<file path="config.mk">
export PLATFORM = sky130hd
export DESIGN_NAME = motor_pulse_safety_guard_unit_flat
export DESIGN_NICKNAME = d
export VERILOG_FILES = /design/src/mpsg_pkg.sv /design/src/mpsg_channels.sv /design/src/mpsg_csr_regs.sv /design/src/mpsg_guard_core.sv /design/src/mpsg_rsp_stage.sv /design/src/motor_pulse_safety_guard_unit.sv /design/src/flat_wrapper.sv
export SDC_FILE = /design/constraint.sdc
export NUM_CORES = 1
export LEC_CHECK = 0
export BUFFER_PORTS_ARGS = -buffer_cell sky130_fd_sc_hd__buf_2
export CORE_AREA = 2 2 100 102
export CTS_CLUSTER_DIAMETER = 200
export DETAILED_ROUTE_END_ITERATION = 16
export DIE_AREA = 0 0 102 104
export GPL_ROUTABILITY_DRIVEN = 0
export PLACE_DENSITY = 0.81
export SLEW_MARGIN = 20
export SYNTH_ARGS = -nofsm -noshare
export SYNTH_HDL_FRONTEND = slang
export SYNTH_SLANG_ARGS = --single-unit
</file>
<file path="constraint.sdc">
create_clock -name clock -period 5.1 [get_ports clock]
set_input_delay 0.51 -clock clock [delete_from_list [all_inputs] [get_ports clock]]
set_output_delay 0.51 -clock clock [all_outputs]
set_load 0.05 [all_outputs]
</file>
<file path="src/mpsg_pkg.sv">
// ---------------------------------------------------------------------------
// mpsg_pkg: shared types and constants for the motor pulse safety guard
// Request kinds, register indexes, field widths and the structs passed
// between the guard's modules.
// ---------------------------------------------------------------------------
`default_nettype none

package mpsg_pkg;

   // Field widths
   localparam int KIND_BITS      = 3;
   localparam int DUTY_BITS      = 8;
   localparam int CFG_DATA_BITS  = 16;
   localparam int CSR_INDEX_BITS = 1;

   // Tick counter width default
   localparam int TICK_COUNT_BITS_DEFAULT = 16;

   // Register reset values
   localparam logic [CFG_DATA_BITS-1:0] COOLDOWN_RESET = 16'd1000;
   localparam logic [CFG_DATA_BITS-1:0] MAX_ON_RESET   = 16'd5000;

   // Smallest duty driven by an accepted start
   localparam logic [DUTY_BITS-1:0] DUTY_MIN = 8'd1;

   // Request kinds
   typedef enum logic [KIND_BITS-1:0] {
      KIND_TICK   = 3'd0,
      KIND_ENABLE = 3'd1,
      KIND_START  = 3'd2,
      KIND_STOP   = 3'd3,
      KIND_CLEAR  = 3'd4
   } kind_type;

   // Register indexes
   typedef enum logic [CSR_INDEX_BITS-1:0] {
      CSR_COOLDOWN = 1'd0,
      CSR_MAX_ON   = 1'd1
   } csr_index_type;

   // Configuration seen by the guard core
   typedef struct packed {
      logic [CFG_DATA_BITS-1:0] cooldown_ms;
      logic [CFG_DATA_BITS-1:0] max_on_ms;
   } cfg_type;

   // One result item
   typedef struct packed {
      logic [DUTY_BITS-1:0] duty_out;
      logic                 motor_on;
      logic                 locked_out;
      logic                 start_accepted;
   } rsp_type;

endpackage

`default_nettype wire

</file>
<file path="src/mpsg_channels.sv">
// ---------------------------------------------------------------------------
// mpsg channels: valid/ready interfaces of the guard
// Request channel, result channel and register write channel.
// ---------------------------------------------------------------------------
`default_nettype none

interface mpsg_req_if;
   logic                           valid;
   logic                           ready;
   logic [mpsg_pkg::KIND_BITS-1:0] kind;
   logic [mpsg_pkg::DUTY_BITS-1:0] duty_request;

   modport source (output valid, output kind, output duty_request, input ready);
   modport sink   (input valid, input kind, input duty_request, output ready);
endinterface

interface mpsg_rsp_if;
   logic                           valid;
   logic                           ready;
   logic [mpsg_pkg::DUTY_BITS-1:0] duty_out;
   logic                           motor_on;
   logic                           locked_out;
   logic                           start_accepted;

   modport source (output valid, output duty_out, output motor_on,
                   output locked_out, output start_accepted, input ready);
   modport sink   (input valid, input duty_out, input motor_on,
                   input locked_out, input start_accepted, output ready);
endinterface

interface mpsg_csr_if;
   logic                                valid;
   logic                                ready;
   logic [mpsg_pkg::CSR_INDEX_BITS-1:0] index;
   logic [mpsg_pkg::CFG_DATA_BITS-1:0]  data;

   modport source (output valid, output index, output data, input ready);
   modport sink   (input valid, input index, input data, output ready);
endinterface

`default_nettype wire

</file>
<file path="src/mpsg_csr_regs.sv">
// ---------------------------------------------------------------------------
// mpsg_csr_regs: configuration registers
// Holds cooldown and maximum on time; writes are taken every cycle.
// ---------------------------------------------------------------------------
`default_nettype none

module mpsg_csr_regs (
   input  wire logic         clock,
   input  wire logic         reset,
   mpsg_csr_if.sink          csr_ch,
   output mpsg_pkg::cfg_type cfg
);

   mpsg_pkg::cfg_type cfg_ff;
   mpsg_pkg::cfg_type cfg_in;
   logic              wr_en;

   assign csr_ch.ready = 1'b1;
   assign wr_en        = csr_ch.valid;

   // Register decode
   always_comb begin
      cfg_in = cfg_ff;
      if (wr_en) begin
         case (mpsg_pkg::csr_index_type'(csr_ch.index))
            mpsg_pkg::CSR_COOLDOWN: cfg_in.cooldown_ms = csr_ch.data;
            mpsg_pkg::CSR_MAX_ON:   cfg_in.max_on_ms   = csr_ch.data;
            default:                cfg_in             = cfg_ff;
         endcase
      end
   end

   always_ff @(posedge clock) begin
      if (reset) begin
         cfg_ff.cooldown_ms <= mpsg_pkg::COOLDOWN_RESET;
         cfg_ff.max_on_ms   <= mpsg_pkg::MAX_ON_RESET;
      end else begin
         cfg_ff <= cfg_in;
      end
   end

   assign cfg = cfg_ff;

endmodule

`default_nettype wire

</file>
<file path="src/mpsg_guard_core.sv">
// ---------------------------------------------------------------------------
// mpsg_guard_core: motor guard state and update logic
// Applies one request per cycle, when one is accepted, to the enable, run and
// lockout state and the saturating tick counters, and forms the result item.
// ---------------------------------------------------------------------------
`default_nettype none

module mpsg_guard_core #(
   parameter int TICK_COUNT_BITS = mpsg_pkg::TICK_COUNT_BITS_DEFAULT
) (
   input  wire logic                           clock,
   input  wire logic                           reset,
   input  wire logic                           accept,
   input  wire logic [mpsg_pkg::KIND_BITS-1:0] kind,
   input  wire logic [mpsg_pkg::DUTY_BITS-1:0] duty_request,
   input  wire mpsg_pkg::cfg_type              cfg,
   output mpsg_pkg::rsp_type                   result
);

   // Compare width covers both counter and register
   localparam int CMP_BITS = (TICK_COUNT_BITS > mpsg_pkg::CFG_DATA_BITS) ?
                             TICK_COUNT_BITS : mpsg_pkg::CFG_DATA_BITS;
   localparam logic [TICK_COUNT_BITS-1:0] TICK_MAX = '1;

   logic                           enabled_ff,    enabled_in;
   logic                           running_ff,    running_in;
   logic                           lockout_ff,    lockout_in;
   logic [mpsg_pkg::DUTY_BITS-1:0] drive_duty_ff, drive_duty_in;
   logic [TICK_COUNT_BITS-1:0]     on_ticks_ff,   on_ticks_in;
   logic [TICK_COUNT_BITS-1:0]     off_ticks_ff,  off_ticks_in;

   logic [TICK_COUNT_BITS-1:0]     on_inc;
   logic [TICK_COUNT_BITS-1:0]     off_inc;
   logic [TICK_COUNT_BITS-1:0]     cooldown_sat;
   logic                           on_expired;
   logic                           cooled_down;
   logic                           accepted;
   logic [mpsg_pkg::DUTY_BITS-1:0] duty_clamped;

   // Saturating increments and compares
   assign on_inc       = (on_ticks_ff == TICK_MAX) ? on_ticks_ff : on_ticks_ff + 1'b1;
   assign off_inc      = (off_ticks_ff == TICK_MAX) ? off_ticks_ff : off_ticks_ff + 1'b1;
   assign on_expired   = CMP_BITS'(on_inc) >= CMP_BITS'(cfg.max_on_ms);
   assign cooled_down  = CMP_BITS'(off_ticks_ff) >= CMP_BITS'(cfg.cooldown_ms);
   assign cooldown_sat = (CMP_BITS'(cfg.cooldown_ms) > CMP_BITS'(TICK_MAX)) ?
                         TICK_MAX : TICK_COUNT_BITS'(cfg.cooldown_ms);
   assign duty_clamped = (duty_request < mpsg_pkg::DUTY_MIN) ?
                         mpsg_pkg::DUTY_MIN : duty_request;

   // Next state for the request
   always_comb begin
      enabled_in    = enabled_ff;
      running_in    = running_ff;
      lockout_in    = lockout_ff;
      drive_duty_in = drive_duty_ff;
      on_ticks_in   = on_ticks_ff;
      off_ticks_in  = off_ticks_ff;
      accepted      = 1'b0;
      case (mpsg_pkg::kind_type'(kind))
         mpsg_pkg::KIND_TICK: begin
            if (running_ff) begin
               on_ticks_in = on_inc;
               if (on_expired) begin
                  running_in    = 1'b0;
                  drive_duty_in = '0;
                  lockout_in    = 1'b1;
                  off_ticks_in  = '0;
               end
            end else begin
               off_ticks_in = off_inc;
            end
         end
         mpsg_pkg::KIND_ENABLE: begin
            enabled_in    = 1'b1;
            running_in    = 1'b0;
            lockout_in    = 1'b0;
            drive_duty_in = '0;
            on_ticks_in   = '0;
            off_ticks_in  = cooldown_sat;
         end
         mpsg_pkg::KIND_START: begin
            if (enabled_ff && !lockout_ff) begin
               if (running_ff) begin
                  accepted = 1'b1;
               end else if (cooled_down) begin
                  drive_duty_in = duty_clamped;
                  running_in    = 1'b1;
                  on_ticks_in   = '0;
                  accepted      = 1'b1;
               end
            end
         end
         mpsg_pkg::KIND_STOP: begin
            if (enabled_ff) begin
               drive_duty_in = '0;
               if (running_ff) begin
                  running_in   = 1'b0;
                  off_ticks_in = '0;
               end
            end
         end
         mpsg_pkg::KIND_CLEAR: begin
            lockout_in = 1'b0;
         end
         default: begin
            accepted = 1'b0;
         end
      endcase
   end

   // State registers, updated per accepted request
   always_ff @(posedge clock) begin
      if (reset) begin
         enabled_ff    <= 1'b0;
         running_ff    <= 1'b0;
         lockout_ff    <= 1'b0;
         drive_duty_ff <= '0;
         on_ticks_ff   <= '0;
         off_ticks_ff  <= '0;
      end else if (accept) begin
         enabled_ff    <= enabled_in;
         running_ff    <= running_in;
         lockout_ff    <= lockout_in;
         drive_duty_ff <= drive_duty_in;
         on_ticks_ff   <= on_ticks_in;
         off_ticks_ff  <= off_ticks_in;
      end
   end

   // Result reflects the state after the request
   assign result.duty_out       = drive_duty_in;
   assign result.motor_on       = running_in;
   assign result.locked_out     = lockout_in;
   assign result.start_accepted = accepted;

   // Checks
   a_run_has_duty: assert property (@(posedge clock) disable iff (reset)
      running_ff |-> (drive_duty_ff != '0))
      else $error("motor running with zero duty");

   a_lock_from_tick: assert property (@(posedge clock) disable iff (reset)
      $rose(lockout_ff) |-> $past(accept) &&
                            ($past(kind) == mpsg_pkg::KIND_TICK) && !running_ff)
      else $error("lockout set by something other than an expiring tick");

   a_accept_runs: assert property (@(posedge clock) disable iff (reset)
      (accept && accepted) |=> running_ff && !lockout_ff && enabled_ff)
      else $error("accepted start left motor stopped");

   a_start_needs_enable: assert property (@(posedge clock) disable iff (reset)
      $rose(running_ff) |-> $past(enabled_ff) && !$past(lockout_ff))
      else $error("motor started while disabled or locked out");

endmodule

`default_nettype wire

</file>
<file path="src/mpsg_rsp_stage.sv">
// ---------------------------------------------------------------------------
// mpsg_rsp_stage: result register
// Holds one result item until taken; loads the next one in the same cycle
// the held one leaves.
// ---------------------------------------------------------------------------
`default_nettype none

module mpsg_rsp_stage (
   input  wire logic              clock,
   input  wire logic              reset,
   input  wire logic              load,
   input  wire mpsg_pkg::rsp_type result,
   output logic                   space,
   mpsg_rsp_if.source             rsp_ch
);

   logic              valid_ff, valid_in;
   mpsg_pkg::rsp_type data_ff;

   // Room when empty or the held item leaves now
   assign space    = !valid_ff || rsp_ch.ready;
   assign valid_in = load || (valid_ff && !rsp_ch.ready);

   always_ff @(posedge clock) begin
      if (reset) begin
         valid_ff <= 1'b0;
      end else begin
         valid_ff <= valid_in;
      end
   end

   always_ff @(posedge clock) begin
      if (load) begin
         data_ff <= result;
      end
   end

   assign rsp_ch.valid          = valid_ff;
   assign rsp_ch.duty_out       = data_ff.duty_out;
   assign rsp_ch.motor_on       = data_ff.motor_on;
   assign rsp_ch.locked_out     = data_ff.locked_out;
   assign rsp_ch.start_accepted = data_ff.start_accepted;

endmodule

`default_nettype wire

</file>
<file path="src/motor_pulse_safety_guard_unit.sv">
// The guard takes one request per clock cycle while it has room and returns
// exactly one result per request, in the cycle after it is accepted, from a
// result register; a new request is taken in the same cycle a held result is
// taken, so with the result side always ready the rate is one request per
// cycle. The rate is set by the state update of the guard core.
// Register writes go through the csr channel, which is always ready.
// ---------------------------------------------------------------------------
// motor_pulse_safety_guard_unit: vibration motor PWM duty guard
// Enable, start, stop, tick and lockout-clear requests update the motor
// state; on-time limit forces the motor off and locks it out.
// ---------------------------------------------------------------------------
`default_nettype none

module motor_pulse_safety_guard_unit #(
   parameter int TICK_COUNT_BITS = mpsg_pkg::TICK_COUNT_BITS_DEFAULT
) (
   input  wire logic  clock,
   input  wire logic  reset,
   mpsg_req_if.sink   req_ch,
   mpsg_rsp_if.source rsp_ch,
   mpsg_csr_if.sink   csr_ch
);

   mpsg_pkg::cfg_type cfg;
   mpsg_pkg::rsp_type result;
   logic              space;
   logic              req_accept;

   assign req_ch.ready = space;
   assign req_accept   = req_ch.valid && space;

   mpsg_csr_regs u_csr (
      .clock  (clock),
      .reset  (reset),
      .csr_ch (csr_ch),
      .cfg    (cfg)
   );

   mpsg_guard_core #(
      .TICK_COUNT_BITS (TICK_COUNT_BITS)
   ) u_core (
      .clock        (clock),
      .reset        (reset),
      .accept       (req_accept),
      .kind         (req_ch.kind),
      .duty_request (req_ch.duty_request),
      .cfg          (cfg),
      .result       (result)
   );

   mpsg_rsp_stage u_rsp (
      .clock  (clock),
      .reset  (reset),
      .load   (req_accept),
      .result (result),
      .space  (space),
      .rsp_ch (rsp_ch)
   );

endmodule

`default_nettype wire

</file>
<file path="src/flat_wrapper.sv">
// flat-port wrapper written by rule: the top's interface ports become plain ports
module motor_pulse_safety_guard_unit_flat 
#(
   parameter int TICK_COUNT_BITS = mpsg_pkg::TICK_COUNT_BITS_DEFAULT
)
  (clock, reset, req_ch_valid, req_ch_kind, req_ch_duty_request, req_ch_ready, rsp_ch_valid, rsp_ch_duty_out, rsp_ch_motor_on, rsp_ch_locked_out, rsp_ch_start_accepted, rsp_ch_ready, csr_ch_valid, csr_ch_index, csr_ch_data, csr_ch_ready);
  mpsg_req_if req_ch_i ();
  mpsg_rsp_if rsp_ch_i ();
  mpsg_csr_if csr_ch_i ();
  input  wire logic clock;
  input  wire logic reset;
  input wire logic [$bits(req_ch_i.valid)-1:0] req_ch_valid;
  input wire logic [$bits(req_ch_i.kind)-1:0] req_ch_kind;
  input wire logic [$bits(req_ch_i.duty_request)-1:0] req_ch_duty_request;
  output wire logic [$bits(req_ch_i.ready)-1:0] req_ch_ready;
  output wire logic [$bits(rsp_ch_i.valid)-1:0] rsp_ch_valid;
  output wire logic [$bits(rsp_ch_i.duty_out)-1:0] rsp_ch_duty_out;
  output wire logic [$bits(rsp_ch_i.motor_on)-1:0] rsp_ch_motor_on;
  output wire logic [$bits(rsp_ch_i.locked_out)-1:0] rsp_ch_locked_out;
  output wire logic [$bits(rsp_ch_i.start_accepted)-1:0] rsp_ch_start_accepted;
  input wire logic [$bits(rsp_ch_i.ready)-1:0] rsp_ch_ready;
  input wire logic [$bits(csr_ch_i.valid)-1:0] csr_ch_valid;
  input wire logic [$bits(csr_ch_i.index)-1:0] csr_ch_index;
  input wire logic [$bits(csr_ch_i.data)-1:0] csr_ch_data;
  output wire logic [$bits(csr_ch_i.ready)-1:0] csr_ch_ready;
  assign req_ch_i.valid = req_ch_valid;
  assign req_ch_i.kind = req_ch_kind;
  assign req_ch_i.duty_request = req_ch_duty_request;
  assign req_ch_ready = req_ch_i.ready;
  assign rsp_ch_valid = rsp_ch_i.valid;
  assign rsp_ch_duty_out = rsp_ch_i.duty_out;
  assign rsp_ch_motor_on = rsp_ch_i.motor_on;
  assign rsp_ch_locked_out = rsp_ch_i.locked_out;
  assign rsp_ch_start_accepted = rsp_ch_i.start_accepted;
  assign rsp_ch_i.ready = rsp_ch_ready;
  assign csr_ch_i.valid = csr_ch_valid;
  assign csr_ch_i.index = csr_ch_index;
  assign csr_ch_i.data = csr_ch_data;
  assign csr_ch_ready = csr_ch_i.ready;
  motor_pulse_safety_guard_unit #(.TICK_COUNT_BITS(TICK_COUNT_BITS)) u_core (.clock(clock), .reset(reset), .req_ch(req_ch_i), .rsp_ch(rsp_ch_i), .csr_ch(csr_ch_i));
endmodule
</file>
# == Yosys cells after proc, flatten, opt, wreduce, memory -nomap -nowiden ==
# Index checks and enable logic that the tools add are counted.
# totals
ff_bits,87
inputBits,33
# classes
n_addsub,2
order_cmp,4
eq_ne,14
n_mux,31
n_bitwise,1
reduce_logical,18
# ops
operator,count
16-bit 2-to-1 mux,11
16-bit one-hot mux with 3 select lines,2
8-bit 2-to-1 mux,7
16-bit by 1-bit adder with 16-bit output (second input constant),2
16-bit equality test (second input constant),2
16-bit greater-or-equal comparator,2
8-bit one-hot mux with 4 select lines,1
16-bit greater-than comparator (second input constant),1
2-bit != test (second input constant),6
6-bit AND reduction,2
8-bit by 1-bit less-than comparator with 1-bit output (second input constant),1
1-bit 2-to-1 mux,8
2-bit AND reduction,4
3-bit by 2-bit equality test with 1-bit output (second input constant),2
3-bit != test (second input constant),2
3-bit nonzero test,2
1-bit one-hot mux with 4 select lines,1
3-bit by 1-bit equality test with 1-bit output (second input constant),1
3-bit equality test (second input constant),1
1-bit logical AND,3
1-bit zero test,3
3-bit zero test,1
1-bit logical OR,2
1-bit one-hot mux with 2 select lines,1
2 further kinds,2

# == Logic depth before layout (Yosys ltp) ==
# Gate-level depths: netlist of run 1.
# logic_depth
word_depth,6
mapped_depth,16
ltp_nobuf,13

# == Hierarchy ==
# A second synthesis of run 1 with hierarchy kept.
# hier_totals
cells_unflattened,601
hier_area_um2,5251.3
# by_module_without_submodules
mod,n_inst,cells_per_inst,area_per_inst_um2
mpsg_guard_core,1,455,3538.4
mpsg_csr_regs,1,130,1330.0
mpsg_rsp_stage,1,15,376.6
motor_pulse_safety_guard_unit,1,1,6.3

# == Worst setup path before layout of run 1 ==
# OpenSTA, ideal clock, no wires.
# synth_path
path_kind,register to register
startpoint,reg u_core.u_core.on_ticks_ff[4]
endpoint,"reg u_core.u_rsp.data_ff, in the netlist u_core.u_rsp.rsp_ch.duty_out[1], data pin"
arrival_time_ns,3.255
t_required_ns,4.954
setup_slack_ns,1.698
stages_incl_launch_ff,13
path_cell_list,dfxtp_1 > nand4_1 > nor3_1 > nand4_1 > buf_2 > xnor2_1 > ha_1 > nand2b_4 > a2111o_1 > a311o_1 > or4_4 > o211a_2 > o2bb2ai_1
# synth_rtl
element,line,source
"start, declared",mpsg_guard_core.sv:29,"logic [TICK_COUNT_BITS-1:0] on_ticks_ff, on_ticks_in;"
"start signal, assigned",mpsg_guard_core.sv:125,on_ticks_ff <= on_ticks_in;
"end signal, assigned",mpsg_rsp_stage.sv:34,data_ff <= result;
"end, declared",mpsg_rsp_stage.sv:18,mpsg_pkg::rsp_type data_ff;

# == Final worst setup path of run 1 ==
# layout_path
startpoint,reg u_core.u_core.on_ticks_ff[5]
endpoint,reg u_core.u_core.off_ticks_ff[11]
# layout_via
elab_chain_len,5
elab_cells_between_ends,6
classes_between,1 x add/sub; 1 x order compare; 2 x eq/ne; 1 x mux; 1 x reduce/logical
# layout_lines
element,line,source
16-bit by 1-bit adder with 16-bit output / 16-bit equality test (equally long branches),mpsg_guard_core.sv:41,assign on_inc = (on_ticks_ff == TICK_MAX) ? on_ticks_ff : on_ticks_ff + 1'b1;
16-bit 2-to-1 mux (*),mpsg_guard_core.sv:41,
16-bit greater-or-equal comparator (*),mpsg_guard_core.sv:43,assign on_expired = CMP_BITS'(on_inc) >= CMP_BITS'(cfg.max_on_ms);
3-bit != test (no line) (*),--,
6-bit AND reduction (no line) (*),--,
"end signal, assigned",mpsg_guard_core.sv:126,off_ticks_ff <= off_ticks_in;
"end, declared",mpsg_guard_core.sv:30,"logic [TICK_COUNT_BITS-1:0] off_ticks_ff, off_ticks_in;"
# Mark *: on every way between the ends. The rest lies on a longest branch, timed or not.
# A chain may end at the register's enable or synchronous reset.

==> reports/metrics.cfg, run 1 <==
[floorplan]
die_area_um2=10610
start_util=0.5383
rows=36
io_pins=47
core_area_um2=9549
die_h_um=104
dieWidth_um=102

[critical_path]
crit_type=flop to flop
crit_fanout=15
cpPeakStageDelay_ps=650
end_kind=flop
cp.arrival_ps=4530
cpMaxStageDelayCell=or3_1
cp_top_family=simple AND/OR/NAND/NOR gates
crit_buf_inv=0
crit_chain=nand4_1 -> nor3_1 -> nand4_1 -> xnor2_1 -> ha_1 -> nand2b_4 -> a2111o_1 -> a311o_1 -> or3_1 -> a311o_1 -> o31ai_1
cp-start-kind=flop
required_ps=5380
reg2reg_setup_slack_ps=850

[logic_synthesis]
synthTopCellsByArea=dfxtp_1 30%, ha_1 8.3%, edfxtp_1 6.4%
ys_seq_elements=87
synth_area_um2=5140
ys_seq_area_frac=0.3603
ys.flop_type=dfxtp_1
synth_edf_count=11
synth_top_cells_by_count=88 x nand2_1, 76 x dfxtp_1, 58 x inv_1
yosysMostFrequentCell=nand2_1
synthArstFlopShare=0
ys_types=64
syn_nets=679
yosys.area.top_type=dfxtp_1
yosysWarnings=0
avgSynthCellArea_um2=8.399
synth_top_area_share=0.2960
netlist_instances=612

[timing]
relSlewSlack=0.2848
rsz0062_at_grt=false
final-hold-violation-count=0
fin_crit_sh=0.8339
skew_ps=14.05
setup_viol=0
worstMarginPinSlew_ps=1072
finalCriticalPeriod_ps=4253
finalSetupTns_ps=0
fmax_mhz=235.1
holdWs_ps=387.9
finalMaxSlewViolations=0

[clocking]
cts.sinks=87
cts_setup_buffers=0
h-tree-depth=3
insertion_delay_ps=360
postCtsHoldBufs=0
clockBufferDepth=2
clkTransAtPathRegs_ps=90
cts_tree=done
clock-root-buffer=clkbuf_8
cts_resized=0
numCtsBuffers=9

[drt]
wire_per_inst_um=16.62
vias=4667
drc=0
drt_iter0_markers=301
routed_wirelength_um=12890
drt-pass1-iter-count=8
viasPerCell=6.014
ant_nets=0

[grt]
antenna_found_initial=0
grt_pass1_wl_um=21220
grt.total_usage=0.2498
grt_overflow_total=0
grt_pass1_vias=4441
grt_max_degree=57

[placed_design]
io_buffers=45
placed_cells=760
hpwl_um=9164

[finish]
area_delta_synth_final_pct=8.496
multi_input_area_um2=2888
final_util=0.5840
drive_above_1_share=0.1337
nFillCells=869
diodes=0
final_cells=776
fin_nets=705
regArea_um2=1852

[power_and_ir_drop]
power_per_cell_area_nw_per_um2=248.9
total_power_mw=1.388
ir_drop_mv=0.1574
p_leak_nw=2.131

[hold_path]
min-delay-path-class=primary input to flop

[flow_run]
max-cap-violations=0

[status]
status=completed

==> area by class of cell <==
class                   instances  area share
repair buffers                 49     0.04577
inverters                      58     0.03904
clock buffers                  12     0.02603
well taps                     133     0.02984
multi-input cells             433      0.5178
flip-flops and latches         87      0.3321
clock inverters                 4    0.009423
==> layout by cell type, fill, tap and decap left out, types with 3 or more instances in the layout <==
cell type	Yosys	layout
a211oi_1	12	12
a311oi_1	4	4
o21a_1	7	7
nand2b_1	5	5
buf_4	2	4
clkbuf_8	0	10
o211ai_1	16	16
nor3_1	7	7
o21ai_0	16	16
and4_1	3	3
a31oi_1	12	12
o31ai_1	4	4
or2_2	5	5
a22oi_1	7	7
xnor2_1	17	17
nand4_1	15	15
a32o_1	14	14
nand2_1	88	88
dfxtp_1	76	76
buf_2	4	45
nor2_1	26	26
and2_1	4	4
o2bb2ai_1	7	7
nor2b_1	6	6
a21oi_1	48	48
inv_1	58	58
and3_1	6	6
ha_1	34	34
o32ai_2	8	8
edfxtp_1	11	11
nand3_1	22	22
or3_1	5	5
==> registers in the layout (all words and copies together) (netlist names) <==
name / count
u_core.u_rsp.rsp_ch.start_accepted: 1
u_core.u_core.running_ff: 1
u_core.u_core.off_ticks_ff: 16
u_core.u_csr.cfg: 32
u_core.u_core.drive_duty_ff: 8
u_core.u_core.lockout_ff: 1
u_core.u_rsp.rsp_ch.duty_out: 8
u_core.u_rsp.rsp_ch.motor_on: 1
u_core.u_rsp.rsp_ch.locked_out: 1
u_core.u_rsp.rsp_ch.valid: 1
u_core.u_core.enabled_ff: 1
u_core.u_core.on_ticks_ff: 16
==> routing by layer <==
metal | track usage | vias to the layer above | routed length (µm)
met5 | 0 | - | 0
met4 | 0.08381 | 0 | 276
met3 | 0.05175 | 21 | 859
met2 | 0.3961 | 184 | 6239
met1 | 0.3370 | 2192 | 5519
li1 | - | 2270 | -
==> logic make-up after synthesis <==
logic type | synth area share
flip-flops | 0.3603
XOR/XNOR | 0.03067
AO/OA/AOI/OAI | 0.2517
other | 0.0007296
adder cells (fa/ha/maj) | 0.08277
AND/OR/NAND/NOR | 0.1938
multiplexers | 0.002191
buffers and inverters | 0.07790
==> power breakdown <==
group          total [mW]  internal (mW)  switching [mW]
Clock               0.496          0.243           0.253
Sequential          0.727          0.713          0.0143
Combinational       0.165         0.0529           0.112
==> worst min-delay path: cells and delay by family <==
family / cells / cell delay (ps)
buffers and inverters: 1 / 110
and+or+nand+nor: 1 / 50
AOI/OAI and AO/OA: 1 / 50
==> metrics by stage <==
step                      setup slack, ps  area, µm²
after floorplan                      1698       5140
after global placement               1198       5379
after detailed placement            913.4       5379
after CTS                           889.9       5577
after global routing                543.3       5577
final                               846.9       5577
==> final timing paths <==
| check | from | endpoint | cells after the start |
|---|---|---|---|
| worst min register to register | u_core.u_csr.cfg[10] | u_core.u_csr.cfg[10] | 2 |
| worst max-delay path | u_core.u_core.on_ticks_ff[5] | u_core.u_core.off_ticks_ff[11] | 11 |
| worst max register to register | u_core.u_core.on_ticks_ff[5] | u_core.u_core.off_ticks_ff[11] | 11 |
| worst min-delay path | csr_ch_data[0] | u_core.u_csr.cfg[16] | 3 |
(Power assumes the default switching activity.)
==> run 2, diff against run 1 <==
Settings changed: CORE_AREA 2 2 100 102 to 2 2 101 103, DIE_AREA 0 0 102 104 to 0 0 103 105, PLACE_DENSITY 0.81 to 0.82.
Clock period 5.1 ns to 3.6 ns, I/O delays scaled along.
==> reports/metrics.cfg, run 2 (same netlist as run 1, synthesis figures left out) <==
[power_and_ir_drop]
p_sw_mw=0.5626  ; +48%
p_leak_nw=2.271  ; +6.6%
clkPwrFrac=0.349  ; -0.008
p_int_mw=1.381  ; +37%
power_per_cell_area_nw_per_um2=334.0  ; +34%
p_sw_frac=0.2895  ; +0.01624
total_power_mw=1.943  ; +40%
seq_power_share=0.530  ; +0.006
ir_drop_mv=0.2109  ; +34%
comb_power_share=0.121  ; +0.002

[grt]
antenna_found_initial=0  ; unchanged
grt_overflow_total=0  ; unchanged
grt_max_degree=56  ; -1.8%
grt.total_usage=0.2429  ; -0.006844
grt_pass1_vias=4439  ; -0.045%
grt_pass1_wl_um=20820  ; -1.9%

[critical_path]
crit_fanout=8  ; -7
cp.arrival_ps=3860  ; -670 ps
r2r_end=u_core.u_rsp.rsp_ch.duty_out[6]
required_ps=3820  ; -1560 ps
crit_type=flop to flop
cpPeakStageDelay_ps=510  ; -140 ps
end_kind=flop
cp-start-kind=flop
reg2reg_depth=13  ; +2
cpMaxStageDelayCell=or4_4
r2r-start=u_core.u_core.on_ticks_ff[1]
crit_chain=ha_4 -> nand3_4 -> nor4_4 -> buf_4 -> nand2_1 -> a31oi_1 -> ha_1 -> nand4_1 -> nor3_1 -> a311o_2 -> or4_4 -> o211a_2 -> o2bb2ai_1
reg2reg_setup_slack_ps=-40  ; -890 ps

[timing]
finalCriticalPeriod_ps=3640  ; -612.9 ps
finalSetupTns_ps=-192.8  ; -192.8 ps
relSlewSlack=0.4789  ; +0.1941
finalMaxSlewViolations=0  ; unchanged
final-hold-violation-count=0  ; unchanged
rsz0062_at_grt=true
worstMarginPinSlew_ps=778.8  ; -292.8 ps
setup_viol=13  ; +13
worst_slack_ps=-40.19  ; -887.1 ps
skew_ps=12.17  ; -1.884 ps
fin_crit_sh=1.011  ; +0.1772
fmax_mhz=274.7  ; +17%

[hold_path]
min-delay-path-class=primary input to flop
min_to=u_core.u_rsp.rsp_ch.valid
worstHoldPathCells=3  ; unchanged
min-delay-start=req_ch_valid

[finish]
final_cell_mix=87 x nand2_1, 67 x dfxtp_1, 58 x inv_1
largest_reg_flops=32  ; unchanged
final_util=0.6037  ; +0.01972
final_common_cell=nand2_1
fin_nets=722  ; +2.4%
area_delta_synth_final_pct=13.22
diodes=0  ; unchanged
drive_above_1_share=0.1894  ; +0.05565
final_cells=793  ; +2.2%

[clocking]
cts_tree=done
clock-root-buffer=clkbuf_8
insertion_delay_ps=370  ; about the same
h-tree-depth=3  ; unchanged
clkTransAtPathRegs_ps=90  ; about the same
postCtsHoldBufs=0  ; unchanged
numCtsBuffers=9  ; unchanged
cts.sinks=87  ; unchanged
clockBufferDepth=2  ; unchanged

[floorplan]
dieWidth_um=103  ; +0.98%
core_area_um2=9639  ; +0.94%
start_util=0.5332  ; -0.005031
die_h_um=105  ; +0.96%
die_area_um2=10820  ; +2.0%
rows=36  ; unchanged
io_pins=47  ; unchanged

[status]
status=finished, violations left
failed_checks=negative setup slack

[drt]
vias=4838  ; +3.7%
drc=0  ; unchanged
wire_per_inst_um=16.78  ; +0.98%
viasPerCell=6.101  ; +1.4%
routed_wirelength_um=13310  ; +3.2%
drt-pass1-iter-count=5  ; -3
drt_iter0_markers=307  ; +2.0%
ant_nets=0  ; unchanged

[flow_run]
max-cap-violations=0  ; unchanged

[placed_design]
io_buffers=45  ; unchanged
placed_cells=773  ; +1.7%
hpwl_um=9125  ; -0.43%

-- run 2: power by group through the flow --
stage	sequential (mW)	clock [mW]	combinational, mW
after floorplan	1.07	0	0.143
after global placement	1.05	0	0.222
after CTS	1.03	0.680	0.231
final	1.03	0.679	0.235
after global routing	1.03	0.720	0.261
after detailed placement	1.05	0	0.229
-- run 2: area by class of cell --
cell class                 instances  area [µm²]
tap                              133       166.4
timing repair buffer              66       390.4
multi-input combinational        433        2988
sequential                        87        1866
clock buffer                      11       151.4
inverter                          58       217.7
fill                             838        3820
clock inverter                     5       40.04
-- run 2: how the worst max path moves through the flow --
| stage | from | endpoint | slack, ps | cells after the start |
|---|---|---|---|---|
| detailed placement | u_core.u_core.on_ticks_ff[6] | u_core.u_rsp.rsp_ch.motor_on | -30 | 13 |
| finish | u_core.u_core.on_ticks_ff[1] | u_core.u_rsp.rsp_ch.duty_out[6] | -40 | 13 |
| CTS | u_core.u_core.on_ticks_ff[6] | u_core.u_rsp.rsp_ch.duty_out[2] | 9 | 14 |
| global placement | u_core.u_core.on_ticks_ff[6] | u_core.u_core.off_ticks_ff[4] | 40 | 14 |
| floorplan | u_core.u_core.on_ticks_ff[4] | u_core.u_rsp.rsp_ch.duty_out[1] | 200 | 12 |
| global route | u_core.u_core.on_ticks_ff[1] | u_core.u_core.drive_duty_ff[1] | -150 | 14 |
-- run 2: critical path, delay by kind of cell, from the launching register on --
family | cells | cell delay, ps
compound gates | 4 | 1070
fa+ha+maj | 2 | 470
buf+inv | 1 | 190
flops | 1 | 380
simple gates | 6 | 1360
-- run 2: metal layers --
metal	GRT usage	vias to the layer above	routed length (µm)
li1	-	2304	-
met1	0.3234	2310	5644
met2	0.3924	198	6563
met3	0.03278	26	804
met4	0.09868	0	293
met5	0	-	0
-- run 2: repair_timing --
action,CTS,global route
pin swaps,0,8
hold endpoints to repair,0,0
setup buffers,0,4
setup endpoints to repair,4,34
gates resized for setup,4,26
-- run 2: stage by stage --
stage               cell area, µm²  setup slack (ps)  hold slack, ps
finish                        5819            -40.19           233.8
global route                  5819            -147.7           233.9
CTS                           5688             9.456           228.4
detailed placement            5477            -25.23           449.0
global placement              5477             44.07           445.4
floorplan                     5140             198.5           436.3
==> run 3, diff against run 2 <==
Settings changed: CAP_MARGIN set to 10, SKIP_CTS_REPAIR_TIMING set to 1.
==> reports/metrics.cfg, run 3 (same netlist as run 1, synthesis figures left out) <==
[status]
status=completed

[timing]
final-hold-violation-count=0  ; unchanged
relSlewSlack=0.4937  ; +0.01481
fmax_mhz=281.9  ; +2.6%
finalMaxSlewViolations=0  ; unchanged
worstMarginPinSlew_ps=756.6  ; -22.13 ps
finalSetupTns_ps=0  ; +192.8 ps
holdWs_ps=232.2  ; -1.529 ps
fin_crit_sh=0.9852  ; -0.02593
skew_ps=11.09  ; -1.080 ps
finalCriticalPeriod_ps=3547  ; -93.34 ps
setup_viol=0  ; -13
rsz0062_at_grt=true

[floorplan]
dieWidth_um=103  ; unchanged
die_area_um2=10820  ; unchanged
core_area_um2=9639  ; unchanged
start_util=0.5332  ; unchanged
rows=36  ; unchanged
io_pins=47  ; unchanged
die_h_um=105  ; unchanged

[drt]
drt-pass1-iter-count=6  ; +1
drt_iter0_markers=330  ; +7.5%
routed_wirelength_um=13330  ; +0.21%
wire_per_inst_um=16.77  ; about the same
viasPerCell=6.072  ; -0.48%
ant_nets=0  ; unchanged
vias=4827  ; -0.23%
drc=0  ; unchanged

[grt]
grt.total_usage=0.2431  ; about the same
antenna_found_initial=0  ; unchanged
grt_pass1_wl_um=20850  ; +0.13%
grt_pass1_vias=4453  ; +0.32%
grt_max_degree=56  ; unchanged
grt_overflow_total=0  ; unchanged
met2_usage=0.3929  ; +0.0004638
grt_use_met1=0.3234  ; unchanged
busiest_layer=met2
grtUsageMet3=0.03278  ; unchanged

[clocking]
cts.sinks=87  ; unchanged
h-tree-depth=3  ; unchanged
cts_tree=done
numCtsBuffers=9  ; unchanged
clockBufferDepth=2  ; unchanged
clkTransAtPathRegs_ps=90  ; about the same
insertion_delay_ps=370  ; about the same
clock-root-buffer=clkbuf_8

[critical_path]
cp.arrival_ps=3830  ; -30 ps
cp-start-kind=flop
crit_type=flop to flop
crit_fanout=8  ; unchanged
end_kind=flop
required_ps=3880  ; +60 ps

[finish]
diodes=0  ; unchanged
drive_above_1_share=0.2009  ; +0.01151
largest_reg_flops=32  ; unchanged
area_delta_synth_final_pct=14.26
final_cells=795  ; +0.25%
fin_nets=724  ; +0.28%
final_cell_mix=87 x nand2_1, 66 x dfxtp_1, 58 x inv_1
final_common_cell=nand2_1
nFillCells=836  ; -0.24%

[hold_path]
min-delay-path-class=primary input to flop

[placed_design]
placed_cells=773  ; unchanged
io_buffers=45  ; unchanged
hpwl_um=9125  ; unchanged

[power_and_ir_drop]
p_leak_nw=2.293  ; +0.97%
power_per_cell_area_nw_per_um2=330.9  ; -0.90%
ir_drop_mv=0.2104  ; -0.24%

[flow_run]
max-cap-violations=0  ; unchanged

## run 3: cell type report
class,instances,area (µm²),share of cell area
inverter,58,217.7,0.03707
clock buffer,11,151.4,0.02578
clock inverter,5,40.04,0.006817
sequential,87,1867,0.3179
multi-input combinational,433,3025,0.5151
tap,133,166.4,0.02833
timing repair buffer,68,405.4,0.06902
## run 3: worst paths after layout
| kind | from | endpoint | slack [ps] | cells past startpoint |
|---|---|---|---|---|
| worst max register to register | u_core.u_core.on_ticks_ff[7] | u_core.u_core.drive_duty_ff[1] | 50 | 12 |
| worst max-delay path | u_core.u_core.on_ticks_ff[7] | u_core.u_core.drive_duty_ff[1] | 50 | 12 |
| worst min-delay path | req_ch_valid | u_core.u_rsp.rsp_ch.valid | 230 | 3 |
| worst min register to register | u_core.u_csr.cfg[15] | u_core.u_csr.cfg[15] | 460 | 2 |
## run 3: per-stage QoR
step	utilization	total power [mW]	cell area, µm²	worst slack [ps]
after detailed placement	0.5681	1.281	5477	-25.23
final	0.6093	1.944	5873	53.16
after floorplan	-	1.212	5140	198.5
after global routing	0.6093	2.018	5873	-97.28
after global placement	0.5681	1.273	5477	44.07
after CTS	0.5880	1.940	5668	-84.04
## run 3: critical path, stage by stage (launching register included)
cell      delay (ps)
dfxtp_2          340
nand4_1          220
nor3_4           220
nand4_1          170
buf_6            180
xnor2_2          120
ha_1             270
nand2b_4         130
a2111o_1         400
a311o_2          450
or4_4            520
o211a_4          210
o32ai_2          210
## run 3: power by group
part           leakage (nW)  switching [mW]  internal, mW  total (mW)
Sequential            0.735          0.0198          1.01        1.03
Clock                 0.100           0.381         0.295       0.676
Combinational          1.46           0.161        0.0775       0.238
Total                  2.29           0.562          1.38        1.94
## run 3: per-layer routing
layer  wire (µm)  up-vias
met4         318        0
li1            -     2309
met3         764       29
met2        6686      172
met1        5565     2317
met5           0        -
